===== src/hw/rtl/clr_pkg.sv =====
// shared types and constants for the clipped line rasteriser
package clr_pkg;

   typedef enum logic {
      OP_START = 1'b0,
      OP_STEP  = 1'b1
   } op_type;

   localparam int CSR_INDEX_WIDTH = 2;

   typedef enum logic [CSR_INDEX_WIDTH-1:0] {
      CSR_WINDOW_X_LOW  = 2'd0,
      CSR_WINDOW_X_HIGH = 2'd1,
      CSR_WINDOW_Y_LOW  = 2'd2,
      CSR_WINDOW_Y_HIGH = 2'd3
   } csr_index_type;

   localparam int COLOR_WIDTH = 3;

   localparam longint WINDOW_LOW_RESET  = -249;
   localparam longint WINDOW_HIGH_RESET = 250;

endpackage


===== src/hw/rtl/clipped_line_rasterizer.sv =====
// top level of the clipped line rasteriser: request register, line stepper, response register
//
// Bresenham line rasteriser with window clipping. A start request loads two endpoints and a
// colour and returns the first pixel; each step request returns the next pixel, with flags for
// lying inside the window and for being the far endpoint. A step with no line in progress
// returns a response with active low and all other fields zero. The block takes one request
// per cycle while the response side does not stall, and returns one response for each via the
// request and response registers, with the combinational update of the current pixel and the
// decision term in the stepping stage setting that rate. The request and response registers let
// a new request enter while a finished response waits to be taken. The user must write window
// registers through the csr port only while no request is in flight; nothing enforces it.
module clipped_line_rasterizer #(
   parameter int COORD_WIDTH = 16
) (
   input  logic                                   clock,
   input  logic                                   reset,
   // request channel
   input  logic                                   req_valid,
   output logic                                   req_stall,
   input  logic                                   req_operation,
   input  logic signed [COORD_WIDTH-1:0]          req_start_x,
   input  logic signed [COORD_WIDTH-1:0]          req_start_y,
   input  logic signed [COORD_WIDTH-1:0]          req_end_x,
   input  logic signed [COORD_WIDTH-1:0]          req_end_y,
   input  logic [clr_pkg::COLOR_WIDTH-1:0]        req_color_index,
   // response channel
   output logic                                   rsp_valid,
   input  logic                                   rsp_stall,
   output logic                                   rsp_active,
   output logic signed [COORD_WIDTH-1:0]          rsp_pixel_x,
   output logic signed [COORD_WIDTH-1:0]          rsp_pixel_y,
   output logic                                   rsp_visible,
   output logic                                   rsp_last_pixel,
   output logic [clr_pkg::COLOR_WIDTH-1:0]        rsp_pixel_color,
   // configuration
   input  logic                                   csr_write_enable,
   input  logic [clr_pkg::CSR_INDEX_WIDTH-1:0]    csr_index,
   input  logic [COORD_WIDTH-1:0]                 csr_write_data
);

   localparam int DW = COORD_WIDTH + 1;
   localparam int EW = COORD_WIDTH + 4;
   localparam longint CMIN = -(64'sd1 <<< (COORD_WIDTH - 1));
   localparam longint CMAX = (64'sd1 <<< (COORD_WIDTH - 1)) - 64'sd1;
   localparam longint LOW_RST  = (clr_pkg::WINDOW_LOW_RESET < CMIN) ?
                                 CMIN : clr_pkg::WINDOW_LOW_RESET;
   localparam longint HIGH_RST = (clr_pkg::WINDOW_HIGH_RESET > CMAX) ?
                                 CMAX : clr_pkg::WINDOW_HIGH_RESET;
   localparam logic signed [COORD_WIDTH-1:0] WIN_LOW_RESET  = COORD_WIDTH'(LOW_RST);
   localparam logic signed [COORD_WIDTH-1:0] WIN_HIGH_RESET = COORD_WIDTH'(HIGH_RST);

   // window registers
   logic signed [COORD_WIDTH-1:0] win_x_low_ff, win_x_high_ff, win_y_low_ff, win_y_high_ff;

   always_ff @(posedge clock) begin
      if (reset) begin
         win_x_low_ff  <= WIN_LOW_RESET;
         win_x_high_ff <= WIN_HIGH_RESET;
         win_y_low_ff  <= WIN_LOW_RESET;
         win_y_high_ff <= WIN_HIGH_RESET;
      end else if (csr_write_enable) begin
         case (clr_pkg::csr_index_type'(csr_index))
            clr_pkg::CSR_WINDOW_X_LOW:  win_x_low_ff  <= csr_write_data;
            clr_pkg::CSR_WINDOW_X_HIGH: win_x_high_ff <= csr_write_data;
            clr_pkg::CSR_WINDOW_Y_LOW:  win_y_low_ff  <= csr_write_data;
            clr_pkg::CSR_WINDOW_Y_HIGH: win_y_high_ff <= csr_write_data;
            default: ;
         endcase
      end
   end

   // request register
   logic                          in_valid_ff;
   logic                          in_op_ff;
   logic signed [COORD_WIDTH-1:0] in_sx_ff, in_sy_ff, in_ex_ff, in_ey_ff;
   logic [clr_pkg::COLOR_WIDTH-1:0] in_color_ff;
   logic                          out_valid_ff;
   logic                          advance;
   logic                          req_accept;

   assign advance    = in_valid_ff && (!out_valid_ff || !rsp_stall);
   assign req_stall  = in_valid_ff && !advance;
   assign req_accept = req_valid && !req_stall;

   always_ff @(posedge clock) begin
      if (reset) begin
         in_valid_ff <= 1'b0;
      end else if (req_accept) begin
         in_valid_ff <= 1'b1;
      end else if (advance) begin
         in_valid_ff <= 1'b0;
      end
   end

   always_ff @(posedge clock) begin
      if (req_accept) begin
         in_op_ff    <= req_operation;
         in_sx_ff    <= req_start_x;
         in_sy_ff    <= req_start_y;
         in_ex_ff    <= req_end_x;
         in_ey_ff    <= req_end_y;
         in_color_ff <= req_color_index;
      end
   end

   // line state
   logic signed [COORD_WIDTH-1:0] cur_x_ff, cur_y_ff, tgt_x_ff, tgt_y_ff;
   logic [DW-1:0]                 dmaj_ff, dmin_ff;
   logic signed [EW-1:0]          decision_ff;
   logic                          x_major_ff, minor_up_ff, busy_ff;
   logic [clr_pkg::COLOR_WIDTH-1:0] color_ff;

   logic signed [COORD_WIDTH-1:0] cur_x_in, cur_y_in, tgt_x_in, tgt_y_in;
   logic [DW-1:0]                 dmaj_in, dmin_in;
   logic signed [EW-1:0]          decision_in;
   logic                          x_major_in, minor_up_in, busy_in;
   logic [clr_pkg::COLOR_WIDTH-1:0] color_in;
   logic                          active_in, last_in;

   // start path
   logic signed [DW-1:0] diff_x, diff_y;
   logic [DW-1:0]        abs_x, abs_y, smaj, smin;
   logic                 s_x_major, s_swap;
   logic signed [COORD_WIDTH-1:0] s_cx, s_cy, s_tx, s_ty;
   // step path
   logic                 minor_step;
   logic signed [COORD_WIDTH-1:0] minor_inc, major_x, major_y, minor_x, minor_y;
   logic signed [EW-1:0] twice_min, twice_maj;

   always_comb begin
      diff_x    = DW'(in_sx_ff) - DW'(in_ex_ff);
      diff_y    = DW'(in_sy_ff) - DW'(in_ey_ff);
      abs_x     = diff_x[DW-1] ? DW'(-diff_x) : DW'(diff_x);
      abs_y     = diff_y[DW-1] ? DW'(-diff_y) : DW'(diff_y);
      s_x_major = abs_x >= abs_y;
      s_swap    = s_x_major ? !(in_sx_ff < in_ex_ff) : !(in_sy_ff < in_ey_ff);
      s_cx      = s_swap ? in_ex_ff : in_sx_ff;
      s_cy      = s_swap ? in_ey_ff : in_sy_ff;
      s_tx      = s_swap ? in_sx_ff : in_ex_ff;
      s_ty      = s_swap ? in_sy_ff : in_ey_ff;
      smaj      = s_x_major ? abs_x : abs_y;
      smin      = s_x_major ? abs_y : abs_x;

      minor_step = !decision_ff[EW-1];
      minor_inc  = minor_up_ff ? COORD_WIDTH'(1) : {COORD_WIDTH{1'b1}};
      major_x    = cur_x_ff + COORD_WIDTH'(1);
      major_y    = cur_y_ff + COORD_WIDTH'(1);
      minor_x    = minor_step ? cur_x_ff + minor_inc : cur_x_ff;
      minor_y    = minor_step ? cur_y_ff + minor_inc : cur_y_ff;
      twice_min  = {2'b00, dmin_ff, 1'b0};
      twice_maj  = {2'b00, dmaj_ff, 1'b0};

      cur_x_in    = cur_x_ff;
      cur_y_in    = cur_y_ff;
      tgt_x_in    = tgt_x_ff;
      tgt_y_in    = tgt_y_ff;
      dmaj_in     = dmaj_ff;
      dmin_in     = dmin_ff;
      decision_in = decision_ff;
      x_major_in  = x_major_ff;
      minor_up_in = minor_up_ff;
      busy_in     = busy_ff;
      color_in    = color_ff;
      active_in   = 1'b0;
      last_in     = 1'b0;

      case (clr_pkg::op_type'(in_op_ff))
         clr_pkg::OP_START: begin
            active_in = 1'b1;
            color_in  = in_color_ff;
            if (abs_x == '0 && abs_y == '0) begin
               cur_x_in = in_sx_ff;
               cur_y_in = in_sy_ff;
               tgt_x_in = in_sx_ff;
               tgt_y_in = in_sy_ff;
               busy_in  = 1'b0;
               last_in  = 1'b1;
            end else begin
               cur_x_in    = s_cx;
               cur_y_in    = s_cy;
               tgt_x_in    = s_tx;
               tgt_y_in    = s_ty;
               x_major_in  = s_x_major;
               minor_up_in = s_x_major ? (s_ty > s_cy) : (s_tx > s_cx);
               dmaj_in     = smaj;
               dmin_in     = smin;
               decision_in = {2'b00, smin, 1'b0} - {3'b000, smaj};
               busy_in     = 1'b1;
            end
         end
         clr_pkg::OP_STEP: begin
            if (busy_ff) begin
               active_in   = 1'b1;
               cur_x_in    = x_major_ff ? major_x : minor_x;
               cur_y_in    = x_major_ff ? minor_y : major_y;
               decision_in = decision_ff + twice_min - (minor_step ? twice_maj : '0);
               last_in     = (cur_x_in == tgt_x_ff) && (cur_y_in == tgt_y_ff);
               busy_in     = !last_in;
            end
         end
         default: ;
      endcase
   end

   always_ff @(posedge clock) begin
      if (reset) begin
         cur_x_ff    <= '0;
         cur_y_ff    <= '0;
         tgt_x_ff    <= '0;
         tgt_y_ff    <= '0;
         dmaj_ff     <= '0;
         dmin_ff     <= '0;
         decision_ff <= '0;
         x_major_ff  <= 1'b0;
         minor_up_ff <= 1'b0;
         busy_ff     <= 1'b0;
         color_ff    <= '0;
      end else if (advance) begin
         cur_x_ff    <= cur_x_in;
         cur_y_ff    <= cur_y_in;
         tgt_x_ff    <= tgt_x_in;
         tgt_y_ff    <= tgt_y_in;
         dmaj_ff     <= dmaj_in;
         dmin_ff     <= dmin_in;
         decision_ff <= decision_in;
         x_major_ff  <= x_major_in;
         minor_up_ff <= minor_up_in;
         busy_ff     <= busy_in;
         color_ff    <= color_in;
      end
   end

   // response register
   logic                            out_active_ff, out_visible_ff, out_last_ff;
   logic signed [COORD_WIDTH-1:0]   out_x_ff, out_y_ff;
   logic [clr_pkg::COLOR_WIDTH-1:0] out_color_ff;
   logic                            visible_in;

   assign visible_in = cur_x_in >= win_x_low_ff && cur_x_in <= win_x_high_ff &&
                       cur_y_in >= win_y_low_ff && cur_y_in <= win_y_high_ff;

   always_ff @(posedge clock) begin
      if (reset) begin
         out_valid_ff <= 1'b0;
      end else if (advance) begin
         out_valid_ff <= 1'b1;
      end else if (!rsp_stall) begin
         out_valid_ff <= 1'b0;
      end
   end

   always_ff @(posedge clock) begin
      if (advance) begin
         out_active_ff  <= active_in;
         out_x_ff       <= active_in ? cur_x_in : '0;
         out_y_ff       <= active_in ? cur_y_in : '0;
         out_visible_ff <= active_in && visible_in;
         out_last_ff    <= last_in;
         out_color_ff   <= active_in ? color_in : '0;
      end
   end

   assign rsp_valid       = out_valid_ff;
   assign rsp_active      = out_active_ff;
   assign rsp_pixel_x     = out_x_ff;
   assign rsp_pixel_y     = out_y_ff;
   assign rsp_visible     = out_visible_ff;
   assign rsp_last_pixel  = out_last_ff;
   assign rsp_pixel_color = out_color_ff;

endmodule


===== config.mk =====
export PLATFORM = sky130hd
export DESIGN_NAME = clipped_line_rasterizer
export DESIGN_NICKNAME = d
export VERILOG_FILES = /design/src/hw/rtl/clr_pkg.sv /design/src/hw/rtl/clipped_line_rasterizer.sv
export SDC_FILE = /design/constraint.sdc
export NUM_CORES = 1
export LEC_CHECK = 0
export BUFFER_PORTS_ARGS = -buffer_cell sky130_fd_sc_hd__buf_2
export CAP_MARGIN = 20
export CORE_ASPECT_RATIO = 0.75
export CORE_MARGIN = 2
export CORE_UTILIZATION = 45
export CTS_CLUSTER_SIZE = 10
export DETAILED_ROUTE_END_ITERATION = 12
export PLACE_DENSITY = 0.59
export SYNTH_ARGS = -nofsm -noshare
export SYNTH_HDL_FRONTEND = slang
export SYNTH_SLANG_ARGS = --single-unit

===== constraint.sdc =====
create_clock -name clock -period 17.7 [get_ports clock]
set_clock_uncertainty 0.2 [all_clocks]
set_input_delay 1.77 -clock clock [delete_from_list [all_inputs] [get_ports clock]]
set_output_delay 1.77 -clock clock [all_outputs]
set_load 0.02 [all_outputs]

## Word-level counts from Yosys, hierarchy flattened

Index checks and enable logic that the tools add are counted.

- Register bits after elaboration: 296
- Input bits: 91
- Output and inout port bits: 40

- $add $sub $neg: 11
- $lt $le $gt $ge: 9
- Equal/unequal tests: 8
- Multiplexer cells: 40
- Bitwise operators: 2
- Reductions and logical operators: 28

Operator list:

| kind | number |
|---|---|
| 2-to-1 mux 16 bit | 15 |
| 2-to-1 mux 17 bit | 4 |
| case mux 16 bit (2 select lines) | 2 |
| 2-to-1 mux 20 bit | 2 |
| case mux 20 bit (2 select lines) | 1 |
| logical NOT 17 bit | 2 |
| negation 17 bit | 2 |
| subtractor 16 x 16 -> 17 bit | 2 |
| adder 16 bit | 2 |
| adder 16 x 2 -> 16 bit (second input constant) | 2 |
| == test 16 bit | 2 |
| >= comparator 16 bit | 2 |
| > comparator 16 bit | 2 |
| less-or-equal comparator 16 bit | 2 |
| < comparator 16 bit | 2 |
| adder 20 x 18 -> 20 bit | 1 |
| subtractor 20 x 18 -> 20 bit | 1 |
| subtractor 18 x 17 -> 19 bit | 1 |
| 2-to-1 mux 18 bit | 1 |
| >= comparator 17 bit | 1 |
| 2-to-1 mux 1 bit | 11 |
| AND reduction 2 bit | 5 |
| logical AND 1 bit | 9 |
| logical NOT 1 bit | 7 |
| other kinds (11) | 17 |

## Longest topological paths before layout

- Depth after elaboration: 13
- Depth in mapped cells: 43
- Mapped depth without buffers: 41

## Worst setup path before layout

Ideal clock, no wire load.

- Path kind: reg2reg
- Start point: register in_sx_ff[7]
- End point: register out_visible_ff, in the netlist rsp_visible, data pin
- Data arrival time: 7.573 ns
- Setup slack: 9.669 ns
- Stages on the path, launching flop included: 40
- Path buffers: 3
- Clock period less this slack: 8.031 ns
- Path through: edfxtp_1 -> ha_1 -> buf_2 -> a2111o_1 -> o211ai_1 -> a21oi_1 -> o21a_1 -> o21ai_0 -> a21boi_0 -> or3_1 -> a21oi_1 -> nor4b_1 -> ha_1 -> and4_1 -> a21oi_1 -> nand2_1 -> a41oi_2 -> o31ai_4 -> (+4 left out) -> nand2_1 -> o21ai_0 -> a21oi_1 -> inv_1 -> ha_1 -> nor2b_1 -> o21a_1 -> o21ai_0 -> nand2b_1 -> a21oi_1 -> nor2b_1 -> o21ai_0 -> nand2b_1 -> a21oi_1 -> nor3_1 -> or4_1 -> a21oi_1 -> nor4_1

- Cells in the longest elaborated chain, start to end: 13
- Elaborated cells on any way between the ends: 23

Ends and longest elaborated chain:

| what | line | source |
|---|---|---|
| from (decl) | clipped_line_rasterizer.sv:75 | `logic signed [COORD_WIDTH-1:0] in_sx_ff, in_sy_ff, in_ex_ff, in_ey_ff;` |
| from (signal assigned) | clipped_line_rasterizer.sv:98 | `in_sx_ff <= req_start_x;` |
| subtractor 16 x 16 -> 17 bit | clipped_line_rasterizer.sv:131 | `diff_x = DW'(in_sx_ff) - DW'(in_ex_ff);` |
| negation 17 bit | clipped_line_rasterizer.sv:133 | `abs_x = diff_x[DW-1] ? DW'(-diff_x) : DW'(diff_x);` |
| 2-to-1 mux 17 bit | clipped_line_rasterizer.sv:133 |  |
| >= comparator 17 bit | clipped_line_rasterizer.sv:135 | `s_x_major = abs_x >= abs_y;` |
| 2-to-1 mux 1 bit | clipped_line_rasterizer.sv:136 | `s_swap = s_x_major ? !(in_sx_ff < in_ex_ff) : !(in_sy_ff < in_ey_ff);` |
| 2-to-1 mux 16 bit | clipped_line_rasterizer.sv:137 | `s_cx = s_swap ? in_ex_ff : in_sx_ff;` |
| 2-to-1 mux 16 bit (*) | clipped_line_rasterizer.sv:171 | `if (abs_x == '0 && abs_y == '0) begin` |
| case mux 16 bit (2 select lines) (*) | clipped_line_rasterizer.sv:167 | `case (clr_pkg::op_type'(in_op_ff))` |
| via cur_x_in[1] | clipped_line_rasterizer.sv:113 | `logic signed [COORD_WIDTH-1:0] cur_x_in, cur_y_in, tgt_x_in, tgt_y_in;` |
| >= comparator 16 bit or less-or-equal comparator 16 bit (tied branches) | clipped_line_rasterizer.sv:239 | `assign visible_in = cur_x_in >= win_x_low_ff && cur_x_in <= win_x_high_ff &&` |
| logical AND 1 bit (*) (2 in a row) | clipped_line_rasterizer.sv:239 |  |
| logical AND 1 bit (*) | clipped_line_rasterizer.sv:240 | `cur_y_in >= win_y_low_ff && cur_y_in <= win_y_high_ff;` |
| logical AND 1 bit (*) | clipped_line_rasterizer.sv:257 | `out_visible_ff <= active_in && visible_in;` |
| to (signal assigned) | clipped_line_rasterizer.sv:257 |  |
| to (decl) | clipped_line_rasterizer.sv:234 | `logic out_active_ff, out_visible_ff, out_last_ff;` |

Mark *: on every way through the listed nets, which the timed path passes. The rest lies on a longest branch.
A chain may end at the register's enable or synchronous reset.

## Worst setup path after layout

- Start point: register in_sx_ff[6]
- End point: register out_visible_ff, in the netlist rsp_visible, data pin

- Elaborated cells on any way between the ends: 23

RTL lines:

| what | line | source |
|---|---|---|
| subtractor 16 x 16 -> 17 bit | clipped_line_rasterizer.sv:131 |  |
| negation 17 bit | clipped_line_rasterizer.sv:133 |  |
| 2-to-1 mux 17 bit | clipped_line_rasterizer.sv:133 |  |
| >= comparator 17 bit | clipped_line_rasterizer.sv:135 |  |
| 2-to-1 mux 1 bit | clipped_line_rasterizer.sv:136 |  |
| 2-to-1 mux 16 bit | clipped_line_rasterizer.sv:138 | `s_cy = s_swap ? in_ey_ff : in_sy_ff;` |
| 2-to-1 mux 16 bit (*) | clipped_line_rasterizer.sv:171 |  |
| case mux 16 bit (2 select lines) (*) | clipped_line_rasterizer.sv:167 |  |
| via cur_y_in[1] | clipped_line_rasterizer.sv:113 |  |
| >= comparator 16 bit | clipped_line_rasterizer.sv:240 |  |
| logical AND 1 bit | clipped_line_rasterizer.sv:239 |  |
| logical AND 1 bit (*) | clipped_line_rasterizer.sv:240 |  |
| logical AND 1 bit (*) | clipped_line_rasterizer.sv:257 |  |

Marked as above.

==> impl_metrics.tcl <==
set metrics [dict create \
    grt_pass1_vias 19366 \
    clock_latency_ps 560 \
    crit_type "reg -> reg" \
    largest_reg_flops 19 \
    dp_hpwl_mm 60.4 \
    drt_iter0_markers 2106 \
    rows 71 \
    layout.cells.non_filler 3565 \
    vias 21176 \
    cts_hold_buf 0 \
    path_common_cell "a21oi_1" \
    overflow 0 \
    grt_max_degree 78 \
    max_stage_delay_ps 620 \
    areaGrowthSynthToFinish_pct 9.83 \
    n_fill_cell 4852 \
    power_density_nw_per_um2 131 \
    rr_endpoint "rsp_visible" \
    r2r-start "in_sx_ff[6]" \
    dp_cells 3497 \
    clkSinkCount 295 \
    wire_per_inst_um 22.1 \
    post_cts_buffers 0 \
    setup.worst_path.start_class "register" \
    yosysWarnings 0 \
    final_common_cell "nor2_1" \
    fmax_mhz 96.6 \
    multi_input_area_um2 14500 \
    portBuffers 130 \
    leakage_nw 10.6 \
    drv_slew 0 \
    core_area_um2 50300 \
    htreeDepth 2 \
    routed_wl_mm 78.6 \
    seq_area_um2 6970 \
    ctsRootBufferMaster "clkbuf_16" \
    drc 0 \
    max_slew.worst_pin.slew_ps 1160 \
    die_h_um 200 \
    cts_buffer_depth 3 \
    crit_slowest_cell "nor4b_1" \
    synth_cells 2823 \
    max-slew-margin-rel 0.210 \
    synth_nets 3114 \
    diodes 0 \
    finalHoldViolCount 0 \
    antenna_found_initial 2 \
    synth_flop_cell "dfxtp_1" \
    tns_ps 0 \
    worstPathRequired_ps 17790 \
    hp-class "reg -> reg" \
    ctsResizeCount 0 \
    worst_hold_slack_ps 250 \
    status "completed" \
    drtPass1Iterations 6 \
    crit_start "in_sx_ff[6]" \
    grt_use_total 0.294 \
    clkSlewWorstSetupHoldPaths_ps 60 \
    antenna_left 0 \
    netlist_area_um2 22900 \
    synth-edff-count 106 \
    vdd_drop_max_v 0.0000808 \
    setup_viol 0 \
    ys_async_sr_fraction 0 \
    largest-register "decision_ff" \
    io_pins 131 \
    cts_tree "built" \
    syn_area_per_cell_um2 8.12 \
    synthDistinctLibCells 95 \
    cp-end-kind "register" \
    critPathArrivalTime_ps 10450 \
    place_congestion 0.970 \
    crit_path_end "rsp_visible" \
    fin_nets 3170 \
    reg2reg_slack_ps 7340 \
    fp.dieW_um 265 \
    die-area_um2 52800 \
    period_minus_slack_ps 10360 \
    start_util 0.456 \
    final_util 0.501 \
    layout_common_cells "282 x nor2_1, 239 x nand2_1, 236 x inv_1" \
    totalPowerFinal_w 0.00330 \
    critPathMaxFanout 52 \
    synth-seq-cells 295 \
    avgViaCountPerCell 5.94 \
    drive_gt1_frac 0.0877 \
    cts_buffers 37 \
    reg2regPathDepth 37 \
    top_regs "decision_ff x19, dmaj_ff x17, dmin_ff x17" \
    ys_seq_area_frac 0.304 \
    fin_crit_sh 0.585 \
    max_cap_violations 0 \
    rsz0062_at_grt "no" \
    grt_first_pass_wirelength_mm 119 \
]
## worst min path at each step
stage,startpoint,end,slack [ps],depth (start not counted)
floorplan,dmaj_ff[16],dmaj_ff[16],230,2
global placement,dmaj_ff[16],dmaj_ff[16],240,2
detailed placement,dmaj_ff[16],dmaj_ff[16],240,2
CTS,dmaj_ff[16],dmaj_ff[16],250,2
finish,dmaj_ff[16],dmaj_ff[16],250,2
global route,win_x_high_ff[10],win_x_high_ff[10],270,2
## cell usage after synthesis (all sizes together) (31+ instances only)
library cell | count | area (um^2)
a211oi | 90 | 681
a21o | 47 | 353
a21oi | 198 | 991
and3 | 31 | 194
buf | 32 | 239
clkbuf | 110 | 413
dfxtp | 189 | 3780
edfxtp | 106 | 3180
ha | 177 | 2210
inv | 237 | 890
mux2i | 73 | 731
nand2 | 241 | 923
nand3 | 46 | 230
nand4 | 39 | 244
nor2 | 285 | 1070
nor2b | 81 | 507
nor3 | 70 | 350
o21ai | 189 | 946
or3 | 44 | 275
xnor2 | 85 | 744
xor2 | 42 | 375
## per-layer routing
metal,share of wire,wire length [um],GRT usage,vias to the layer above
met5,0,0,0,-
met4,0.017,1310,0.0607,0
met2,0.37,29300,0.387,751
met3,0.085,6700,0.0522,89
met1,0.53,41300,0.482,10118
li1,-,-,-,10218
## cells by family (layout without fill, tap and decap cells)
logic type,after synthesis,in the layout,share of synthesized area
multiplexers,81,81,0.0359
buffers and inverters,381,466,0.0675
AND/OR/NAND/NOR,975,975,0.209
XOR/XNOR,127,127,0.0488
AO/OA/AOI/OAI,763,763,0.218
adder cells (fa/ha/maj),201,201,0.117
flip-flops,295,295,0.304
## metrics by stage
stage | area (um^2) | setup slack, ps
floorplan | 22900 | 9670
global placement | 24000 | 7700
detailed placement | 24000 | 7480
CTS | 25200 | 7440
global route | 25200 | 6500
finish | 25200 | 7340
## power breakdown
group          internal, W  switching (W)
clock             0.000449       0.000312
sequential        0.000756      0.0000429
combinational     0.000659        0.00108
## layout make-up
class	count	share of cell area
Clock buffer	62	0.0434
Clock inverter	6	0.00323
Inverter	239	0.0356
Multi-Input combinational cell	2147	0.574
Sequential cell	295	0.277
Tap cell	657	0.0326
Timing Repair Buffer	159	0.0349
## worst max-delay path: cells and delay by family, from the launching register on
family	cells	cell delay (ps)
and+or+nand+nor	13	2530
buffers and inverters	2	640
DFF	1	450
adders and majority gates	3	1170
muxes	1	470
AOI/OAI and AO/OA	18	4580
(Power assumes the default switching activity.)
